$ cat src/bcs_pkg.sv
// ----------------------------------------------------------------------------
// bcs_pkg
// word types, register map and state codes of the bilinear crop scaler
// ----------------------------------------------------------------------------
package bcs_pkg;

  // command codes
  localparam logic CMD_LOAD   = 1'b0;
  localparam logic CMD_SAMPLE = 1'b1;

  // divisor width: twice the widest output size
  localparam int DEN_W = 13;

  // register map, index = paddr[4:2]
  typedef enum logic [2:0] {
    REG_SOURCE_WIDTH = 3'd0,
    REG_CROP_LEFT    = 3'd1,
    REG_CROP_TOP     = 3'd2,
    REG_CROP_WIDTH   = 3'd3,
    REG_CROP_HEIGHT  = 3'd4,
    REG_OUT_WIDTH    = 3'd5,
    REG_OUT_HEIGHT   = 3'd6,
    REG_GAIN         = 3'd7
  } cfg_reg_e;

  localparam logic [11:0] RST_SOURCE_WIDTH = 12'd2048;
  localparam logic [10:0] RST_CROP_LEFT    = 11'd0;
  localparam logic [9:0]  RST_CROP_TOP     = 10'd0;
  localparam logic [11:0] RST_CROP_WIDTH   = 12'd1;
  localparam logic [10:0] RST_CROP_HEIGHT  = 11'd1;
  localparam logic [11:0] RST_OUT_WIDTH    = 12'd1;
  localparam logic [10:0] RST_OUT_HEIGHT   = 11'd1;
  localparam logic [9:0]  RST_GAIN         = 10'd256;

  typedef enum logic [3:0] {
    ST_IDLE,
    ST_START,
    ST_DIV_COL,
    ST_DIV_ROW,
    ST_RD,
    ST_WAIT,
    ST_H,
    ST_V,
    ST_G,
    ST_OUT
  } bcs_state_e;

  typedef struct packed {
    logic        cmd;
    logic [10:0] load_col;
    logic [9:0]  load_row;
    logic [7:0]  in_red;
    logic [7:0]  in_green;
    logic [7:0]  in_blue;
    logic [7:0]  in_alpha;
    logic [10:0] want_col;
    logic [9:0]  want_row;
  } bcs_in_t;

  typedef struct packed {
    logic [10:0] out_col;
    logic [9:0]  out_row;
    logic [7:0]  out_red;
    logic [7:0]  out_green;
    logic [7:0]  out_blue;
    logic [7:0]  out_alpha;
  } bcs_out_t;

endpackage

$ cat src/bcs_div.sv
// ----------------------------------------------------------------------------
// bcs_div
// restoring divider, one quotient bit per cycle
// ----------------------------------------------------------------------------
module bcs_div import bcs_pkg::*; #(
  parameter int NUM_W = 32
) (
  input  logic             clk_i,
  input  logic             rst_ni,
  input  logic             start_i,
  input  logic [NUM_W-1:0] num_i,
  input  logic [DEN_W-1:0] den_i,
  output logic             done_o,
  output logic [NUM_W-1:0] quot_o
);

  localparam int CNT_W = $clog2(NUM_W);

  logic             busy_q;
  logic             done_q;
  logic [CNT_W-1:0] cnt_q;
  logic [NUM_W-1:0] quo_q;
  logic [DEN_W-1:0] rem_q;
  logic [DEN_W-1:0] den_q;
  logic [DEN_W:0]   rem_sh;
  logic             fits;

  assign rem_sh = {rem_q, quo_q[NUM_W-1]};
  assign fits   = rem_sh >= {1'b0, den_q};

  always_ff @(posedge clk_i or negedge rst_ni) begin
    if (!rst_ni) begin
      busy_q <= 1'b0;
      done_q <= 1'b0;
      cnt_q  <= '0;
    end else begin
      done_q <= 1'b0;
      if (start_i) begin
        busy_q <= 1'b1;
        cnt_q  <= '0;
      end else if (busy_q) begin
        if (cnt_q == CNT_W'(NUM_W - 1)) begin
          busy_q <= 1'b0;
          done_q <= 1'b1;
        end
        cnt_q <= cnt_q + 1'b1;
      end
    end
  end

  always_ff @(posedge clk_i) begin
    if (start_i) begin
      quo_q <= num_i;
      rem_q <= '0;
      den_q <= den_i;
    end else if (busy_q) begin
      quo_q <= {quo_q[NUM_W-2:0], fits};
      rem_q <= fits ? DEN_W'(rem_sh - {1'b0, den_q}) : rem_sh[DEN_W-1:0];
    end
  end

  assign done_o = done_q;
  assign quot_o = quo_q;

endmodule

$ cat config.mk
export PLATFORM = sky130hd
export DESIGN_NAME = bcs_div
export DESIGN_NICKNAME = d
export VERILOG_FILES = /design/src/bcs_pkg.sv /design/src/bcs_div.sv
export SDC_FILE = /design/constraint.sdc
export NUM_CORES = 1
export LEC_CHECK = 0
export BUFFER_PORTS_ARGS = -buffer_cell sky130_fd_sc_hd__buf_2
export CAP_MARGIN = 20
export CELL_PAD_IN_SITES_DETAIL_PLACEMENT = 0
export CELL_PAD_IN_SITES_GLOBAL_PLACEMENT = 2
export CORE_MARGIN = 4
export CORE_UTILIZATION = 35
export CTS_CLUSTER_SIZE = 24
export DETAILED_ROUTE_END_ITERATION = 16
export PLACE_DENSITY_LB_ADDON = 0.3
export SYNTH_ARGS = -nofsm -noshare
export SYNTH_HDL_FRONTEND = slang
export SYNTH_SLANG_ARGS = --single-unit
$ cat constraint.sdc
create_clock -name clk_i -period 3.4 [get_ports clk_i]
set_input_delay 0.68 -clock clk_i [delete_from_list [all_inputs] [get_ports clk_i]]
set_output_delay 0.68 -clock clk_i [all_outputs]
set_load 0.02 [all_outputs]
==> impl_metrics.py, run 1 <==
metrics = {
    "pwr": {
        "p_comb_share_pct": 36.0,
        "p_int_mw": 1.947,
        "p_sw_share_pct": 34.09,
        "ir_worst_vdd_mv": 0.2909,
        "leakage_nw": 1.820,
        "power_density_nw_per_um2": 708.6,
        "pwr-share-clk_pct": 27.5,
        "p_sw_mw": 1.007,
        "power_mw": 2.954,
        "p_seq_share_pct": 36.5,
    },
    "synth": {
        "yosysSeqAreaShare_pct": 52.46,
        "synth_flop_cell": "edfxtp_1",
        "synth_seq_cells": 65,
        "async_flop_share_pct": 10.77,
        "ys_types": 53,
        "ys_warn_count": 0,
        "syn_inst": 286,
        "synth.avg_cell_area_um2": 11.91,
        "synth_area_um2": 3406,
        "synth_edf_count": 45,
        "syn_nets": 350,
    },
    "setup_path": {
        "cp_top_family": "compound AO/OA/AOI/OAI gates",
        "crit_chain": "inv_1, ha_1, inv_1, fa_1, a211oi_1, o21ai_1, a21oi_2, a21o_1, nand2_1, mux2_2",
        "rr_endpoint": "quot_o[0]$_DFFE_PP_",
        "crit_path_max_fanout": 7,
        "rrSetupSlack_ns": 0.64,
        "crit_path_top_delay_cell": "fa_1",
        "crit_path_start": "quot_o[31]$_DFFE_PP_",
        "reg2reg_from": "quot_o[31]$_DFFE_PP_",
        "cp_data_arrival_time_ns": 2.85,
        "cpPeakStageDelay_ns": 0.42,
        "required_ns": 3.50,
        "worst_path_most_repeated_cell": "inv_1",
        "end_kind": "flop",
        "cp_num_buf_inv": 2,
        "start_kind": "flop",
        "crit_type": "reg -> reg",
        "reg2reg_depth": 10,
    },
    "sta": {
        "setup_viol": 0,
        "tightestPinTransition_ns": 0.7310,
        "hold_viol": 0,
        "finalSetupTns_ns": 0,
        "period_share_pct": 81.04,
        "rsz0062_at_grt": "no",
        "max_slew_margin_pct": 51.26,
        "fin_skew_ns": 0.01219,
        "fmax_ghz": 0.3629,
        "drv_slew": 0,
        "post-route-min-period_ns": 2.755,
        "fin_ws_ns": 0.6446,
    },
    "route": {
        "routedWlPerCell_um": 15.31,
        "drt-initial-drc-count": 61,
        "wirelength_um": 7638,
        "drt-vias-per-instance": 4.988,
        "first_pass_iters": 4,
        "drc": 0,
        "ant_nets": 0,
        "vias": 2489,
    },
    "global_routing": {
        "grt_first_pass_wirelength_um": 12910,
        "overflow": 0,
        "track_usage_pct": 14.33,
        "antenna_found_initial": 0,
        "first_global_vias": 2580,
        "grt_max_degree": 34,
    },
    "clock_network": {
        "numCtsBuffers": 9,
        "postCtsSetupRepairBufs": 0,
        "clock-root-buffer": "clkbuf_8",
        "htreeDepth": 3,
        "hold_buffers": 0,
        "cts_buffer_depth": 2,
        "clkSlewWorstSetupHoldPaths_ns": 0.08,
        "cts_tree": "yes",
        "cts_resized": 0,
        "cts_num_sinks": 65,
        "clock_latency_ns": 0.35,
    },
    "hold_path": {
        "hp-class": "in -> async",
    },
    "die": {
        "die_h_um": 106.6,
        "die-area_um2": 11370,
        "die_w_um": 106.6,
        "num_rows": 35,
        "core_um2": 9371,
        "start_util_pct": 36.34,
        "ioPinCount": 81,
    },
    "job": {
        "timing.max_cap.violations": 0,
    },
    "layout": {
        "syn2layout_area_growth_pct": 22.41,
        "nets": 429,
        "ff_latch_area_um2": 1787,
        "final_area_um2": 4169,
        "diodes": 0,
        "nFillCells": 956,
        "drive_above_1_share_pct": 38.38,
        "layout_commonest_cell": "buf_2",
        "multiInputGateArea_um2": 1473,
        "final_cell_mix": "buf_2, edfxtp_1, mux2_2",
    },
    "placement": {
        "port_buffers": 80,
        "place_area_um2": 3926,
        "place_hpwl_um": 5477,
        "pre_cts_slack_ns": 0.6381,
        "gp_congestion": 0.7618,
    },
    "outcome": {
        "status": "complete, no violations",
    },
}
[cell type report]
| class | count | area share, % |
|---|---|---|
| clock buffers | 10 | 3.061 |
| clock inverters | 6 | 2.761 |
| inverters | 18 | 1.621 |
| multi-input cells | 186 | 35.32 |
| flip-flops and latches | 65 | 42.86 |
| well taps | 129 | 3.872 |
| repair buffers | 85 | 10.50 |
[synthesized netlist by cell type (2+ instances only)]
cell	count	share of area [%]
a211oi_1	2	0.44
a21o_1	6	1.3
a21oi_1	9	1.3
a221oi_1	2	0.51
a311oi_1	10	2.6
a311oi_2	2	0.88
a31o_2	2	0.51
and3_1	3	0.55
buf_1	3	0.33
buf_2	3	0.44
clkbuf_1	9	0.99
dfrtp_1	7	5.1
dfxtp_1	13	7.6
edfxtp_1	45	40
ha_1	15	5.5
inv_1	18	2.0
mux2_2	32	11
mux2i_1	4	1.2
nand2_1	6	0.66
nand3_1	14	2.1
nand4_1	3	0.55
nor2_1	20	2.2
nor2b_1	2	0.37
nor3_1	4	0.59
nor4_1	3	0.55
o21ai_0	3	0.44
o21ai_1	9	1.3
or2_2	2	0.37
or3_1	2	0.37
xnor2_1	6	1.5
xor2_1	5	1.3
[stage by stage]
stage               utilization [%]  instances  hold slack (ns)
floorplan                         -        286           0.3844
global placement              41.90        483           0.4974
detailed placement            41.90        483           0.5018
CTS                           44.49        499           0.1454
global route                  44.49        499           0.1544
finish                        44.49        499           0.1580
[cells by family (layout without fill, tap and decap cells)]
family | Yosys count | after routing | share of synthesized area [%]
adder cells (fa/ha/maj) | 16 | 16 | 6.098
buffers and inverters | 35 | 119 | 4.298
AND/OR/NAND/NOR | 66 | 66 | 10.03
XOR/XNOR | 11 | 11 | 2.829
multiplexers | 36 | 36 | 11.76
AO/OA/AOI/OAI | 57 | 57 | 12.53
flip-flops | 65 | 65 | 52.46
[power groups by stage]
stage	registers, mW	logic [mW]	clock network (mW)
3_3_place_gp	1.09	1.07	0
5_1_grt	1.10	1.19	0.871
2_1_floorplan	1.13	0.762	0
4_1_cts	1.08	1.07	0.838
3_5_place_dp	1.09	1.07	0
6_report	1.08	1.06	0.813
[registers in the layout (all words and copies together) (netlist names)]
signal,flops
busy_q,1
cnt_q,5
den_q,13
done_o,1
quot_o,32
rem_q,13
[metal layers]
metal  wire length (um)  part of all wire, %  vias up  GRT usage, %
li1                   -                    -     1237             -
met1               3600                   47     1172         19.28
met2               3340                   44       69         21.13
met3                591                  7.7       11         5.659
met4                106                  1.4        0         4.658
met5                  0                    0        -             0
[how the worst max path moves through the flow]
stage	end	slack (ns)	depth (start not counted)
global placement	quot_o[0]$_DFFE_PP_	0.72	10
finish	quot_o[0]$_DFFE_PP_	0.64	10
floorplan	quot_o[0]$_DFFE_PP_	0.87	10
detailed placement	quot_o[0]$_DFFE_PP_	0.64	10
global route	rem_q[11]$_SDFFE_PP0P_	0.50	11
CTS	quot_o[0]$_DFFE_PP_	0.65	10
No activity file was read; power rests on OpenSTA's default activity.
==> run 2: changes to the inputs <==
Clock period 3.4 ns to 2.7 ns, I/O delays scaled along.
==> impl_metrics.py, run 2 (synthesis gave the netlist of run 1 again) <==
metrics = {
    "clock_network": {
        "clkSlewWorstSetupHoldPaths_ns": 0.09,
        "postCtsSetupRepairBufs": 0,
        "cts_buffer_depth": 2,
        "clock_latency_ns": 0.34,
        "cts_num_sinks": 65,
        "htreeDepth": 3,
        "cts_tree": "yes",
        "cts_resized": 0,
        "clock-root-buffer": "clkbuf_8",
        "hold_buffers": 0,
        "numCtsBuffers": 9,
    },
    "setup_path": {
        "required_ns": 2.94,
        "start_kind": "flop",
        "reg2reg_from": "quot_o[31]$_DFFE_PP_",
        "crit_path_max_fanout": 3,
        "crit_type": "reg -> reg",
        "reg2reg_depth": 10,
        "rr_endpoint": "rem_q[12]$_SDFFE_PP0P_",
        "rrSetupSlack_ns": 0.20,
        "end_kind": "flop",
        "cp_data_arrival_time_ns": 2.74,
    },
    "die": {
        "num_rows": 35,
        "die_h_um": 106.6,
        "die-area_um2": 11370,
        "die_w_um": 106.6,
        "core_um2": 9371,
        "ioPinCount": 81,
        "start_util_pct": 36.34,
    },
    "route": {
        "wirelength_um": 7504,
        "ant_nets": 0,
        "vias": 2497,
        "drt-initial-drc-count": 79,
        "routedWlPerCell_um": 14.95,
        "first_pass_iters": 4,
        "drc": 0,
        "drt-vias-per-instance": 4.974,
    },
    "sta": {
        "tightestPinTransition_ns": 0.7614,
        "post-route-min-period_ns": 2.503,
        "period_share_pct": 92.70,
        "fin_skew_ns": 0.01590,
        "drv_slew": 0,
        "fmax_ghz": 0.3995,
        "fin_ws_ns": 0.1970,
        "hold_viol": 0,
        "whs_ns": 0.01066,
        "setup_viol": 0,
        "max_slew_margin_pct": 49.24,
        "finalSetupTns_ns": 0,
        "rsz0062_at_grt": "no",
    },
    "layout": {
        "drive_above_1_share_pct": 39.14,
        "largest_register_ffs": 32,
        "fin_cells": 502,
        "nets": 432,
        "syn2layout_area_growth_pct": 21.82,
        "final_cell_mix": "buf_2, edfxtp_1, mux2_2",
        "nFillCells": 929,
        "final_area_um2": 4149,
        "utilization_pct": 44.27,
        "layout_commonest_cell": "buf_2",
        "diodes": 0,
    },
    "placement": {
        "place_hpwl_um": 5303,
        "place_inst": 486,
        "place_area_um2": 3949,
        "pre_cts_slack_ns": 0.2053,
        "port_buffers": 80,
        "gp_congestion": 0.7341,
    },
    "pwr": {
        "ir_worst_vdd_mv": 0.3166,
        "power_mw": 3.549,
        "leakage_nw": 1.811,
        "power_density_nw_per_um2": 855.3,
    },
    "global_routing": {
        "antenna_found_initial": 0,
        "first_global_vias": 2617,
        "track_usage_pct": 14.00,
        "grt_first_pass_wirelength_um": 12640,
        "overflow": 0,
        "grt_max_degree": 42,
    },
    "outcome": {
        "status": "complete, no violations",
    },
    "hold_path": {
        "hp-class": "in -> async",
    },
    "job": {
        "timing.max_cap.violations": 0,
    },
}
-- run 2: how the worst max path moves through the flow --
stage | startpoint | endpoint | cells after the start
4_1_cts | quot_o[31]$_DFFE_PP_ | rem_q[12]$_SDFFE_PP0P_ | 10
5_1_grt | quot_o[31]$_DFFE_PP_ | rem_q[12]$_SDFFE_PP0P_ | 10
3_5_place_dp | quot_o[31]$_DFFE_PP_ | rem_q[12]$_SDFFE_PP0P_ | 10
2_1_floorplan | quot_o[31]$_DFFE_PP_ | quot_o[0]$_DFFE_PP_ | 10
6_report | quot_o[31]$_DFFE_PP_ | rem_q[12]$_SDFFE_PP0P_ | 10
3_3_place_gp | quot_o[31]$_DFFE_PP_ | quot_o[0]$_DFFE_PP_ | 10
-- run 2: power by group --
group	switching [mW]	internal [mW]
clock	0.419	0.430
sequential	0.111	1.24
combinational	0.737	0.608
total	1.27	2.28
-- run 2: layout make-up --
cell class                 instances  area [um^2]  share of cell area [%]
inverter                          18        67.56                   1.628
multi-input combinational        186         1478                   35.62
tap                              129        161.4                   3.890
timing repair buffer              88        460.4                   11.10
clock inverter                     6        67.56                   1.628
clock buffer                      10        127.6                   3.076
sequential                        65         1787                   43.06
-- run 2: per-layer routing --
metal	vias to the layer above	global-route usage [%]	wire length, um
met2	71	21.72	3311
met5	-	0	0
met1	1174	17.54	3447
met3	8	6.683	668
li1	1244	-	-
met4	0	3.653	77
-- run 2: worst max-delay path: stages (launching register included) --
cell and delay [ns]:
edfxtp_1 0.42, inv_1 0.08, ha_1 0.15, inv_1 0.05
fa_1 0.43, a211oi_2 0.24, o21ai_1 0.13, a2111o_1 0.40
nand4_1 0.10, o211ai_1 0.10, a311oi_1 0.29
